File: src/hw/rtl/weather_sensor_frame_transmitter_assert.svh
// assertion macros used by the transmitter engine
`ifndef WEATHER_SENSOR_FRAME_TRANSMITTER_ASSERT_SVH
`define WEATHER_SENSOR_FRAME_TRANSMITTER_ASSERT_SVH

// condition and consequence in the same cycle
`define WSFT_ASSERT_SAME(label, clk, rst_n, ante, cons) \
    label: assert property (@(posedge clk) disable iff (!rst_n) (ante) |-> (cons)) \
        else $error("same-cycle check failed");

// consequence in the cycle after the condition
`define WSFT_ASSERT_NEXT(label, clk, rst_n, ante, cons) \
    label: assert property (@(posedge clk) disable iff (!rst_n) (ante) |=> (cons)) \
        else $error("next-cycle check failed");

`endif

File: src/hw/rtl/wsft_pkg.sv
package wsft_pkg;

    // input item as seen on the port
    typedef struct packed {
        logic              operation;
        logic              battery_ok;
        logic signed [7:0] temperature;
        logic        [6:0] humidity;
    } t_in_item;

    // result item
    typedef struct packed {
        logic tx_level;
        logic power_on;
        logic busy_res;
        logic start_rejected;
    } t_res_item;

    // classified command passed from the front to the back
    typedef struct packed {
        logic       is_start;
        logic [3:0] batt_nibble;
        logic [7:0] temp_bcd;
        logic       temp_neg;
        logic [7:0] hum_bcd;
    } t_cmd;

    // configuration registers
    typedef struct packed {
        logic [7:0] sensor_id;
        logic [3:0] channel_number;
        logic [7:0] warmup_ticks;
        logic [7:0] repeat_gap_ticks;
    } t_cfg;

    typedef enum logic [1:0] {
        MODE_IDLE,
        MODE_WARMUP,
        MODE_SEND,
        MODE_GAP
    } t_mode;

    // register indexes
    localparam logic [1:0] CFG_SENSOR_ID      = 2'd0;
    localparam logic [1:0] CFG_CHANNEL_NUMBER = 2'd1;
    localparam logic [1:0] CFG_WARMUP_TICKS   = 2'd2;
    localparam logic [1:0] CFG_REPEAT_GAP     = 2'd3;

    // frame layout
    localparam int         FRAME_BYTES    = 12;
    localparam logic [6:0] FRAME_LAST_BIT = 7'd95;
    localparam logic [7:0] PREAMBLE_BYTE  = 8'hff;
    localparam logic [7:0] DEVICE_BYTE_A  = 8'h1a;
    localparam logic [7:0] DEVICE_BYTE_B  = 8'h2d;
    localparam logic [7:0] POSTAMBLE_BYTE = 8'h00;
    localparam logic [3:0] BATT_OK_NIB    = 4'h1;
    localparam logic [3:0] BATT_LOW_NIB   = 4'hc;
    localparam logic [3:0] SIGN_NEG_NIB   = 4'h8;
    // device nibbles 1+a+2+d less the skipped first nibble a
    localparam logic [7:0] CHECKSUM_BIAS  = 8'd16;

endpackage

File: src/hw/rtl/wsft_front.sv
module wsft_front
    import wsft_pkg::*;
(
    input  logic     i_in_valid,
    output logic     o_in_ready,
    input  t_in_item i_in_item,
    input  logic     i_q_ready,
    output logic     o_push,
    output t_cmd     o_cmd
);

    // saturate to 99 and split into two bcd digits
    function automatic logic [7:0] to_bcd99(input logic [7:0] v);
        logic [6:0]  sat;
        logic [14:0] prod;
        logic [3:0]  tens;
        logic [6:0]  units;
        sat   = (v > 8'd99) ? 7'd99 : v[6:0];
        prod  = 15'(sat) * 15'd205;
        tens  = prod[14:11];
        units = sat - 7'(tens) * 7'd10;
        return {tens, units[3:0]};
    endfunction

    logic       w_neg;
    logic [7:0] w_mag;

    // magnitude of the signed temperature
    assign w_neg = i_in_item.temperature[7];
    assign w_mag = w_neg ? (8'd0 - 8'(i_in_item.temperature)) : 8'(i_in_item.temperature);

    // classify the item and pre-format the sensor digits
    always_comb begin
        o_cmd.is_start    = i_in_item.operation;
        o_cmd.batt_nibble = i_in_item.battery_ok ? BATT_OK_NIB : BATT_LOW_NIB;
        o_cmd.temp_bcd    = to_bcd99(w_mag);
        o_cmd.temp_neg    = w_neg;
        o_cmd.hum_bcd     = to_bcd99({1'b0, i_in_item.humidity});
    end

    // handshake with the queue
    assign o_in_ready = i_q_ready;
    assign o_push     = i_in_valid & i_q_ready;

endmodule

File: src/hw/rtl/wsft_queue.sv
module wsft_queue
    import wsft_pkg::*;
(
    input  logic i_clk,
    input  logic i_rst_n,
    input  logic i_push,
    input  t_cmd i_cmd,
    output logic o_ready,
    output logic o_valid,
    input  logic i_pop,
    output t_cmd o_cmd
);

    t_cmd       r_mem [2];
    logic       r_wr_ptr;
    logic       r_rd_ptr;
    logic [1:0] r_count;

    assign o_ready = (r_count != 2'd2);
    assign o_valid = (r_count != 2'd0);
    assign o_cmd   = r_mem[r_rd_ptr];

    // pointers and fill count
    always_ff @(posedge i_clk) begin
        if (!i_rst_n) begin
            r_wr_ptr <= 1'b0;
            r_rd_ptr <= 1'b0;
            r_count  <= 2'd0;
        end else begin
            if (i_push) r_wr_ptr <= ~r_wr_ptr;
            if (i_pop)  r_rd_ptr <= ~r_rd_ptr;
            r_count <= r_count + 2'(i_push) - 2'(i_pop);
        end
    end

    // storage
    always_ff @(posedge i_clk) begin
        if (i_push) r_mem[r_wr_ptr] <= i_cmd;
    end

endmodule

File: src/hw/rtl/wsft_engine.sv
`include "weather_sensor_frame_transmitter_assert.svh"

module wsft_engine
    import wsft_pkg::*;
#(
    parameter int REPEAT_COUNT = 2
) (
    input  logic      i_clk,
    input  logic      i_rst_n,
    input  t_cfg      i_cfg,
    input  logic      i_q_valid,
    input  t_cmd      i_cmd,
    output logic      o_pop,
    output logic      o_out_valid,
    input  logic      i_out_ready,
    output t_res_item o_out_item
);

    localparam int RW = (REPEAT_COUNT > 1) ? $clog2(REPEAT_COUNT) : 1;

    t_mode      r_mode, n_mode;
    logic [6:0] r_bit_index, n_bit_index;
    logic [1:0] r_bit_phase, n_bit_phase;
    logic [7:0] r_wait, n_wait;
    logic [RW-1:0] r_rep, n_rep;
    logic [7:0] r_frame [FRAME_BYTES];
    logic       r_out_valid;
    t_res_item  r_res;
    t_res_item  w_res;
    logic       w_fire;
    logic       w_build;
    logic       w_bit;
    logic [7:0] w_sum;

    // take a command when the output register is free or draining
    assign w_fire = i_q_valid && (!r_out_valid || i_out_ready);
    assign o_pop  = w_fire;

    // current frame bit, lsb first
    assign w_bit = r_frame[r_bit_index[6:3]][r_bit_index[2:0]];

    // nibble checksum over device type to humidity tens
    assign w_sum = CHECKSUM_BIAS + 8'(i_cfg.channel_number)
                 + 8'(i_cfg.sensor_id[7:4]) + 8'(i_cfg.sensor_id[3:0])
                 + 8'(i_cmd.batt_nibble)
                 + 8'(i_cmd.temp_bcd[7:4]) + 8'(i_cmd.temp_bcd[3:0])
                 + (i_cmd.temp_neg ? 8'(SIGN_NEG_NIB) : 8'd0)
                 + 8'(i_cmd.hum_bcd[7:4]) + 8'(i_cmd.hum_bcd[3:0]);

    // state registers
    always_ff @(posedge i_clk) begin
        if (!i_rst_n) begin
            r_mode      <= MODE_IDLE;
            r_bit_index <= '0;
            r_bit_phase <= '0;
            r_wait      <= '0;
            r_rep       <= '0;
        end else begin
            r_mode      <= n_mode;
            r_bit_index <= n_bit_index;
            r_bit_phase <= n_bit_phase;
            r_wait      <= n_wait;
            r_rep       <= n_rep;
        end
    end

    // sequencer: next state and result for one command
    always_comb begin
        n_mode      = r_mode;
        n_bit_index = r_bit_index;
        n_bit_phase = r_bit_phase;
        n_wait      = r_wait;
        n_rep       = r_rep;
        w_res       = '0;
        w_build     = 1'b0;
        if (w_fire) begin
            if (i_cmd.is_start) begin
                w_res.power_on = 1'b1;
                w_res.busy_res = 1'b1;
                if (r_mode != MODE_IDLE) begin
                    w_res.start_rejected = 1'b1;
                end else begin
                    w_build = 1'b1;
                    n_rep   = '0;
                    if (i_cfg.warmup_ticks != 8'd0) begin
                        n_wait = i_cfg.warmup_ticks;
                        n_mode = MODE_WARMUP;
                    end else begin
                        n_bit_index = '0;
                        n_bit_phase = '0;
                        n_mode      = MODE_SEND;
                    end
                end
            end else begin
                case (r_mode)
                    MODE_WARMUP, MODE_GAP: begin
                        w_res.power_on = 1'b1;
                        w_res.busy_res = 1'b1;
                        n_wait = r_wait - 8'd1;
                        if (r_wait == 8'd1) begin
                            n_bit_index = '0;
                            n_bit_phase = '0;
                            n_mode      = MODE_SEND;
                        end
                    end
                    MODE_SEND: begin
                        // one is low,high,high,low; zero the inverse
                        w_res.tx_level = w_bit ^ ((r_bit_phase == 2'd0) || (r_bit_phase == 2'd3));
                        w_res.power_on = 1'b1;
                        w_res.busy_res = 1'b1;
                        n_bit_phase = r_bit_phase + 2'd1;
                        if (r_bit_phase == 2'd3) begin
                            if (r_bit_index == FRAME_LAST_BIT) begin
                                n_bit_index = '0;
                                if ((RW+1)'(r_rep) + (RW+1)'(1) < (RW+1)'(REPEAT_COUNT)) begin
                                    n_rep = r_rep + RW'(1);
                                    if (i_cfg.repeat_gap_ticks != 8'd0) begin
                                        n_wait = i_cfg.repeat_gap_ticks;
                                        n_mode = MODE_GAP;
                                    end else begin
                                        n_bit_phase = '0;
                                        n_mode      = MODE_SEND;
                                    end
                                end else begin
                                    n_rep  = '0;
                                    n_mode = MODE_IDLE;
                                end
                            end else begin
                                n_bit_index = r_bit_index + 7'd1;
                            end
                        end
                    end
                    default: begin
                        // idle tick answers all zero
                    end
                endcase
            end
        end
    end

    // frame store, written whole on an accepted start
    always_ff @(posedge i_clk) begin
        if (w_build) begin
            r_frame[0]  <= PREAMBLE_BYTE;
            r_frame[1]  <= PREAMBLE_BYTE;
            r_frame[2]  <= DEVICE_BYTE_A;
            r_frame[3]  <= DEVICE_BYTE_B;
            r_frame[4]  <= {i_cfg.channel_number, 4'h0};
            r_frame[5]  <= i_cfg.sensor_id;
            r_frame[6]  <= {4'h0, i_cmd.batt_nibble};
            r_frame[7]  <= i_cmd.temp_bcd;
            r_frame[8]  <= {i_cmd.hum_bcd[3:0], (i_cmd.temp_neg ? SIGN_NEG_NIB : 4'h0)};
            r_frame[9]  <= {4'h0, i_cmd.hum_bcd[7:4]};
            r_frame[10] <= w_sum;
            r_frame[11] <= POSTAMBLE_BYTE;
        end
    end

    // output register
    always_ff @(posedge i_clk) begin
        if (!i_rst_n) begin
            r_out_valid <= 1'b0;
        end else if (w_fire) begin
            r_out_valid <= 1'b1;
        end else if (i_out_ready) begin
            r_out_valid <= 1'b0;
        end
    end

    always_ff @(posedge i_clk) begin
        if (w_fire) r_res <= w_res;
    end

    assign o_out_valid = r_out_valid;
    assign o_out_item  = r_res;

    // checks
    `WSFT_ASSERT_SAME(a_idle_at_origin, i_clk, i_rst_n, r_mode == MODE_IDLE, r_bit_index == '0 && r_bit_phase == '0)
    `WSFT_ASSERT_SAME(a_index_in_frame, i_clk, i_rst_n, 1'b1, r_bit_index <= FRAME_LAST_BIT)
    `WSFT_ASSERT_NEXT(a_reject_keeps_mode, i_clk, i_rst_n, w_fire && i_cmd.is_start && r_mode != MODE_IDLE, $stable(r_mode) && r_out_valid && r_res.start_rejected)

endmodule

File: src/hw/rtl/weather_sensor_frame_transmitter.sv
// path: an accepted item's result passes the queue and then the output register
// throughput: one item per cycle while the consumer keeps taking results and the queue has room
// a two-entry queue decouples intake from the sequencer, output register from the consumer
// reset: synchronous active low; clears control state and loads register defaults
// the frame store is written whole by each accepted start, so no clearing pass follows reset
module weather_sensor_frame_transmitter
    import wsft_pkg::*;
#(
    parameter int REPEAT_COUNT = 2
) (
    input  logic      i_clk,
    input  logic      i_rst_n,
    input  logic      i_in_valid,
    output logic      o_in_ready,
    input  t_in_item  i_in_item,
    output logic      o_out_valid,
    input  logic      i_out_ready,
    output t_res_item o_out_item,
    input  logic      i_cfg_valid,
    output logic      o_cfg_ready,
    input  logic [1:0] i_cfg_index,
    input  logic [7:0] i_cfg_data
);

    t_cfg r_cfg;
    logic w_q_ready;
    logic w_push;
    t_cmd w_front_cmd;
    logic w_q_valid;
    logic w_pop;
    t_cmd w_q_cmd;

    // configuration registers
    assign o_cfg_ready = 1'b1;

    always_ff @(posedge i_clk) begin
        if (!i_rst_n) begin
            r_cfg.sensor_id        <= 8'd0;
            r_cfg.channel_number   <= 4'd4;
            r_cfg.warmup_ticks     <= 8'd2;
            r_cfg.repeat_gap_ticks <= 8'd16;
        end else if (i_cfg_valid) begin
            case (i_cfg_index)
                CFG_SENSOR_ID:      r_cfg.sensor_id        <= i_cfg_data;
                CFG_CHANNEL_NUMBER: r_cfg.channel_number   <= i_cfg_data[3:0];
                CFG_WARMUP_TICKS:   r_cfg.warmup_ticks     <= i_cfg_data;
                CFG_REPEAT_GAP:     r_cfg.repeat_gap_ticks <= i_cfg_data;
                default: begin
                end
            endcase
        end
    end

    // intake and classification
    wsft_front u_front (
        .i_in_valid (i_in_valid),
        .o_in_ready (o_in_ready),
        .i_in_item  (i_in_item),
        .i_q_ready  (w_q_ready),
        .o_push     (w_push),
        .o_cmd      (w_front_cmd)
    );

    // command queue
    wsft_queue u_queue (
        .i_clk   (i_clk),
        .i_rst_n (i_rst_n),
        .i_push  (w_push),
        .i_cmd   (w_front_cmd),
        .o_ready (w_q_ready),
        .o_valid (w_q_valid),
        .i_pop   (w_pop),
        .o_cmd   (w_q_cmd)
    );

    // frame sequencer
    wsft_engine #(
        .REPEAT_COUNT (REPEAT_COUNT)
    ) u_engine (
        .i_clk       (i_clk),
        .i_rst_n     (i_rst_n),
        .i_cfg       (r_cfg),
        .i_q_valid   (w_q_valid),
        .i_cmd       (w_q_cmd),
        .o_pop       (w_pop),
        .o_out_valid (o_out_valid),
        .i_out_ready (i_out_ready),
        .o_out_item  (o_out_item)
    );

endmodule

File: config.mk
export PLATFORM = sky130hd
export DESIGN_NAME = weather_sensor_frame_transmitter
export DESIGN_NICKNAME = d
export VERILOG_FILES = /design/src/hw/rtl/wsft_pkg.sv /design/src/hw/rtl/wsft_front.sv /design/src/hw/rtl/wsft_queue.sv /design/src/hw/rtl/wsft_engine.sv /design/src/hw/rtl/weather_sensor_frame_transmitter.sv
export VERILOG_INCLUDE_DIRS = /design/src /design/src/hw/rtl
export SDC_FILE = /design/constraint.sdc
export NUM_CORES = 1
export LEC_CHECK = 0
export BUFFER_PORTS_ARGS = -buffer_cell sky130_fd_sc_hd__buf_4
export CORE_ASPECT_RATIO = 0.9
export CORE_MARGIN = 2
export CORE_UTILIZATION = 63
export DETAILED_ROUTE_END_ITERATION = 10
export PLACE_DENSITY = 0.88
export SLEW_MARGIN = 10
export SYNTH_ARGS = -nofsm -noshare
export SYNTH_HDL_FRONTEND = slang
export SYNTH_HIERARCHICAL = 1
export SYNTH_SLANG_ARGS = --single-unit
File: constraint.sdc
create_clock -name i_clk -period 7.7 [get_ports i_clk]
set_clock_uncertainty 0.05 [all_clocks]
set_input_delay 1.155 -clock i_clk [delete_from_list [all_inputs] [get_ports i_clk]]
set_output_delay 1.155 -clock i_clk [all_outputs]
set_load 0.03 [all_outputs]
==> impl_metrics.csv, run 1 <==
group,metric,value,unit
worst_setup_path,crit_arrival,7.10,ns
placed_design,place_ws,0.383,ns
min_path,hold_depth,2,
global_routing,track_usage,26.0,%
global_routing,grt_pass1_vias,6492,
placed_design,io_buffer_count,37,
power_and_ir_drop,leakage,4.40,nW
power_and_ir_drop,p_comb_share,55.8,%
sta,hold_viol_final,0,
global_routing,grt_util_met3,4.56,%
worst_setup_path,reg2regPathDepth,14,
finish,fillCellCount,976,
worst_setup_path,worstPathRequired,7.81,ns
global_routing,antenna_found_initial,0,
synthesis,ys_seq_area_share,40.5,%
synthesis,yosys_most_used_dff,"edfxtp_1",
worst_setup_path,start_kind,"input pin",
sta,fin_crit,6.99,ns
placed_design,gp_congestion,0.871,
power_and_ir_drop,power_density,464,nW/um^2
power_and_ir_drop,vdd_drop_max,0.000491,V
finish,finalCoreUtilization,70.0,%
clocking,clock_latency,0.43,ns
run,cap_violations,0,
routing,ant_nets,0,
global_routing,use_met1,32.3,%
worst_setup_path,path_class,"input pin to flip-flop",
power_and_ir_drop,p_int,2.82,mW
clocking,hold_buffers,0,
clocking,cts_tree,"built",
routing,first_pass_iters,6,
power_and_ir_drop,switching_share,40.8,%
floorplanning,fp.dieH,120,um
floorplanning,coreArea,14700,um^2
finish,multiInputGateArea,4910,um^2
worst_setup_path,crit_path_end_kind,"flip-flop",
synthesis,yosys.cell_types.count,84,
sta,worst_pin_slew,1.10,ns
synthesis,syn_nets,1007,
floorplanning,die_area,15900,um^2
clocking,clockBufferDepth,2,
routing,route.detailed.drc,0,
routing,num_vias,6450,
worst_setup_path,worstPathMaxFanout,5,
clocking,cts-root-buf,"clkbuf_16",
sta,setup_viol,0,
finish,fin_nets,1028,
sta,fin_setup_tns,0,ns
min_path,hold_class,"flip-flop to flip-flop",
synthesis,synth_warnings,6,
sta,period_share,90.8,%
floorplanning,die_w,133,um
floorplanning,pin_count,39,
routing,wire_per_inst,18.4,um
finish,syn_to_final_growth,9.41,%
synthesis,synth_cells,848,
finish,regArea,3800,um^2
clocking,h-tree-depth,4,
placed_design,dp_hpwl,14300,um
global_routing,grt_first_pass_wirelength,32000,um
global_routing,grt_max_degree,48,
synthesis,synthTopCellsByCount,"inv_1 (118), edfxtp_1 (88), ha_1 (85)",
global_routing,grt_overflow,0,
synthesis,synth_edf_count,88,
sta,setup_ws,0.706,ns
floorplanning,rows,42,
synthesis,synth-async-reset-ratio,0,%
synthesis,synth_seq_cells,146,
synthesis,syn_area_per_cell,11.1,um^2
power_and_ir_drop,p_sw,1.94,mW
worst_setup_path,r2r_slack,2.68,ns
clocking,post_cts_buffers,0,
clocking,path_clk_slew,0.06,ns
clocking,clock_sinks,146,
finish,num_antenna_cells,0,
floorplanning,start_util,64.0,%
power_and_ir_drop,clock_power_share,16.6,%
sta,slew-limit-headroom,26.7,%
global_routing,grt_use_met2,45.7,%
routing,drt-total-wl,19800,um
sta,rsz0062_at_grt,"no",
synthesis,syn_area,9380,um^2
synthesis,netlist.area_leader.share,28.2,%
power_and_ir_drop,power.sequential.fraction,27.6,%
finish,drive_gt1_share,14.6,%
worst_setup_path,worstReg2RegEnd,"u_engine/r_frame[10][7]$_DFFE_PP_",
min_path,hold_start,"r_cfg[8]$_SDFFE_PN0P_",
routing,viasPerCell,5.97,
run_status,status,"completed",
synthesis,synth_area_leaders,"edfxtp_1 (28%), dfxtp_1 (12%), ha_1 (11%)",
sta,drv_slew,0,
clocking,numCtsBuffers,17,
sta,max_freq,143,MHz
min_path,worstHoldEndpoint,"r_cfg[8]$_SDFFE_PN0P_",
routing,drt-initial-drc-count,473,
synthesis,synth_top_cell_by_area,"edfxtp_1",
synthesis,yosysMostFrequentCell,"inv_1",
clocking,post_cts_resized,0,
global_routing,busiest_layer,"met2",
==> state kept, by name (all words and copies together), names as in the netlist, named ones only <==
| signal | cells |
|---|---|
| u_engine/r_mode | 2 |
| u_engine/r_rep | 1 |
| u_engine/r_frame | 41 |
| u_queue/r_wr_ptr | 1 |
| u_engine/r_wait | 8 |
| u_engine/o_out_item | 3 |
| u_queue/r_rd_ptr | 1 |
| r_cfg | 28 |
| u_engine/r_bit_index | 7 |
| u_queue/r_count | 2 |
| u_queue/r_mem | 44 |
| u_engine/r_bit_phase | 2 |
| u_engine/o_out_valid | 1 |
==> layout make-up <==
cell class,count,area share (%)
Sequential cell,146,37.1
Multi-Input combinational cell,546,47.8
Clock buffer,18,4.39
Inverter,119,4.35
Tap cell,198,2.41
Clock inverter,14,1.16
Timing Repair Buffer,39,2.85
==> cells by family after synthesis <==
logic type | after synthesis | share of synthesized area, %
other | 2 | 0.0800
xor gates and xnor gates | 31 | 3.33
buffers and inverters | 156 | 7.21
DFF | 146 | 40.5
adders and majority gates | 127 | 20.3
muxes | 60 | 7.13
AOI/OAI and AO/OA | 130 | 9.79
and+or+nand+nor | 196 | 11.6
==> power groups by stage <==
stage / registers, mW / logic [mW] / clock network (mW)
2_1_floorplan: 1.29 / 2.03 / 0
3_3_place_gp: 1.31 / 2.40 / 0
3_5_place_dp: 1.33 / 2.59 / 0
4_1_cts: 1.31 / 2.63 / 0.793
5_1_grt: 1.33 / 3.02 / 0.824
6_report: 1.31 / 2.66 / 0.789
==> worst max path at each step <==
stage	startpoint	to	slack (ns)	depth (start not counted)
floorplan	i_in_item[8]	u_queue/r_mem[0][12]$_DFFE_PP_	1.12	24
global placement	i_in_item[8]	u_queue/r_mem[0][12]$_DFFE_PP_	0.64	25
detailed placement	i_in_item[8]	u_queue/r_mem[0][12]$_DFFE_PP_	0.38	25
CTS	i_in_item[8]	u_queue/r_mem[0][12]$_DFFE_PP_	0.77	25
global route	i_in_item[7]	u_queue/r_mem[0][12]$_DFFE_PP_	0.31	25
finish	i_in_item[7]	u_queue/r_mem[0][12]$_DFFE_PP_	0.71	25
==> layout by cell type, fill, tap and decap left out, types with 4 or more instances in the layout <==
cell type / netlist / final
or2_2: 7 / 7
nand4b_1: 5 / 5
nor3_1: 10 / 10
ha_1: 85 / 85
xor2_1: 6 / 6
a21oi_1: 35 / 35
mux2i_1: 32 / 32
edfxtp_1: 88 / 88
mux2_2: 24 / 24
fa_1: 42 / 42
nand3_1: 13 / 13
nor2b_1: 13 / 12
o31ai_1: 7 / 7
nor4_1: 4 / 4
o21ai_0: 19 / 19
and2_1: 8 / 8
clkinv_4: 0 / 5
o211ai_1: 5 / 5
xnor2_1: 22 / 22
nor2_1: 36 / 36
dfxtp_1: 58 / 58
and3_1: 7 / 6
clkbuf_16: 0 / 18
a211oi_1: 14 / 14
nand2b_1: 10 / 10
a31oi_1: 7 / 7
or3_1: 5 / 5
buf_4: 13 / 39
inv_1: 118 / 118
nand2_1: 50 / 50
inv_6: 0 / 4
o21a_1: 4 / 4
==> metal layers <==
layer	wire, um	part of all wire (%)
met4	453	2.3
met1	8160	41
met2	10200	51
met3	1030	5.2
met5	0	0
==> metrics by stage <==
stage | instance area [um^2] | total power [mW] | cells | hold slack (ns)
floorplan | 9380 | 3.32 | 848 | 0.380
finish | 10300 | 4.76 | 1080 | 0.426
CTS | 10300 | 4.74 | 1080 | 0.434
global placement | 9700 | 3.71 | 1048 | 0.402
global route | 10300 | 5.17 | 1080 | 0.454
detailed placement | 9700 | 3.92 | 1048 | 0.416
==> critical path, cell delays in order <==
cell,delay [ns]
buf_4,0.12
inv_1,0.05
ha_1,0.25
nand2b_1,0.09
or4_1,0.45
o221a_2,0.32
a211oi_1,0.43
or2_2,0.23
ha_1,0.14
inv_1,0.05
fa_1,0.47
inv_1,0.04
ha_1,0.27
inv_1,0.05
fa_1,0.49
inv_1,0.05
ha_1,0.31
a211oi_1,0.29
o21ai_0,0.14
o211ai_1,0.17
a21boi_0,0.38
xnor2_1,0.22
fa_1,0.48
xnor2_1,0.19
xnor3_1,0.28
No activity file was read; power rests on OpenSTA's default activity.
==> run 2: changes to the inputs <==
--- a/config.mk
+++ b/config.mk
@@ -9,9 +9,10 @@
 export BUFFER_PORTS_ARGS = -buffer_cell sky130_fd_sc_hd__buf_4
 export CORE_ASPECT_RATIO = 0.9
 export CORE_MARGIN = 2
-export CORE_UTILIZATION = 63
+export CORE_UTILIZATION = 50
 export DETAILED_ROUTE_END_ITERATION = 10
-export PLACE_DENSITY = 0.88
+export MAX_ROUTING_LAYER = met4
+export PLACE_DENSITY = 0.74
 export SLEW_MARGIN = 10
 export SYNTH_ARGS = -nofsm -noshare
 export SYNTH_HDL_FRONTEND = slang
==> impl_metrics.csv, run 2 (synthesis results as in run 1) <==
group,metric,value,unit
finish,fin_cells,1127,
clocking,clock_latency,0.42,ns
worst_setup_path,worstPathMaxFanout,5,
clocking,path_clk_slew,0.06,ns
floorplanning,pin_count,39,
sta,max_freq,146,MHz
run,cap_violations,0,
worst_setup_path,reg2regPathDepth,15,
floorplanning,rows,47,
finish,regMostFlops,"u_queue/r_mem",
min_path,hold_class,"flip-flop to flip-flop",
placed_design,gp_congestion,0.920,
floorplanning,die_w,148,um
worst_setup_path,crit_slowest_cell,"fa_1",
sta,fin_crit,6.87,ns
sta,setup_viol,0,
worst_setup_path,worstPathRequired,7.81,ns
worst_setup_path,path_class,"input pin to flip-flop",
worst_setup_path,slowest_delay,0.50,ns
clocking,post_cts_resized,0,
finish,drive_gt1_share,14.4,%
worst_setup_path,path_buf_inv,6,
global_routing,grt_max_degree,48,
placed_design,placed_cells,1095,
global_routing,grt_pass1_vias,6045,
sta,rsz0062_at_grt,"no",
power_and_ir_drop,leakage,4.39,nW
placed_design,dp_hpwl,13500,um
min_path,hold_start,"r_cfg[8]$_SDFFE_PN0P_",
worst_setup_path,worstReg2RegEnd,"u_engine/r_frame[10][7]$_DFFE_PP_",
worst_setup_path,start_kind,"input pin",
placed_design,place_ws,0.424,ns
sta,drv_slew,0,
clocking,cts-root-buf,"clkbuf_16",
sta,slew-limit-headroom,25.3,%
global_routing,grt_overflow,0,
routing,num_vias,6158,
floorplanning,die_area,19900,um^2
clocking,hold_buffers,0,
sta,period_share,89.2,%
worst_setup_path,crit_path_end_kind,"flip-flop",
clocking,h-tree-depth,4,
sta,fin_setup_tns,0,ns
clocking,cts_tree,"built",
sta,setup_ws,0.833,ns
clocking,clockBufferDepth,2,
sta,hold_viol_final,0,
clocking,clock_sinks,146,
power_and_ir_drop,vdd_drop_max,0.000568,V
finish,fin_nets,1028,
routing,first_pass_iters,5,
finish,largest_reg_flops,44,
finish,num_antenna_cells,0,
clocking,post_cts_buffers,0,
worst_setup_path,crit_top_cell,"inv_1",
routing,viasPerCell,5.46,
finish,layout_common_cells,"inv_1 (118), edfxtp_1 (88), ha_1 (85)",
routing,drt-initial-drc-count,366,
clocking,numCtsBuffers,17,
min_path,hold_depth,2,
run_status,status,"completed",
sta,worst_pin_slew,1.12,ns
power_and_ir_drop,power_density,451,nW/um^2
global_routing,antenna_found_initial,0,
min_path,worstHoldEndpoint,"r_cfg[8]$_SDFFE_PN0P_",
routing,wire_per_inst,16.0,um
finish,syn_to_final_growth,9.92,%
finish,reg_top3,"u_queue/r_mem: 44 flops, u_engine/r_frame: 41 flops, r_cfg: 28 flops",
routing,drt-total-wl,18100,um
routing,ant_nets,0,
global_routing,track_usage,19.9,%
floorplanning,coreArea,18400,um^2
worst_setup_path,r2r_slack,3.11,ns
global_routing,grt_first_pass_wirelength,30000,um
routing,route.detailed.drc,0,
placed_design,io_buffer_count,37,
floorplanning,fp.dieH,134,um
worst_setup_path,path_delay_family,"adder cells",
floorplanning,start_util,51.0,%
finish,mostFrequentLayoutCell,"inv_1",
worst_setup_path,crit_arrival,6.98,ns
-- run 2: cell count changes in the layout (fill, tap and decap cells not counted), sizes merged --
cell,previous run,this run
inv,124,123
bufinv,0,1
clkinvlp,1,2
clkbuf,18,17
-- run 2: final cells by class --
class                           count  area [um^2]
Inverter                          119          447
Clock inverter                     15          133
Clock buffer                       17          425
Sequential cell                   146         3800
Fill cell                        1538         8090
Multi-Input combinational cell    546         4910
Tap cell                          245          307
Timing Repair Buffer               39          293
-- run 2: worst min-delay path, stage by stage, from the launching register on --
cell     delay (ns)
dfxtp_1        0.31
nand2_1        0.05
mux2i_1        0.05
-- run 2: worst max path at each step --
stage / to / depth (start not counted) / slack, ns / start
after CTS: u_queue/r_mem[0][12]$_DFFE_PP_ / 25 / 0.87 / i_in_item[7]
final: u_queue/r_mem[0][12]$_DFFE_PP_ / 25 / 0.83 / i_in_item[7]
after floorplan: u_queue/r_mem[0][12]$_DFFE_PP_ / 24 / 1.12 / i_in_item[8]
after global routing: u_queue/r_mem[0][12]$_DFFE_PP_ / 23 / 0.35 / i_in_item[7]
after global placement: u_queue/r_mem[0][12]$_DFFE_PP_ / 25 / 0.61 / i_in_item[8]
after detailed placement: u_queue/r_mem[0][12]$_DFFE_PP_ / 25 / 0.42 / i_in_item[7]
-- run 2: power breakdown --
group	switching (mW)	internal, mW	total [mW]
Clock	0.334	0.447	0.780
Sequential	0.0753	1.21	1.29
Combinational	1.44	1.14	2.58
Total	1.85	2.80	4.65
-- run 2: metrics by stage --
| step | hold slack [ns] | cell area, um^2 | total power [mW] | utilization [%] |
|---|---|---|---|---|
| 2_1_floorplan | 0.380 | 9380 | 3.32 | - |
| 3_3_place_gp | 0.397 | 9760 | 3.76 | 53.0 |
| 3_5_place_dp | 0.409 | 9760 | 3.89 | 53.0 |
| 4_1_cts | 0.418 | 10300 | 4.70 | 56.0 |
| 5_1_grt | 0.440 | 10300 | 5.11 | 56.0 |
| 6_report | 0.414 | 10300 | 4.65 | 56.0 |
-- run 2: per-layer routing --
layer  wire, um  GRT usage (%)  share of wire, %  up-vias
li1           -              -                 -     3019
met2       8660           31.8                48      107
met3        609           3.37               3.4       21
met5          0              -                 0        -
met1       8560           26.4                47     3011
met4        248           5.61               1.4        0
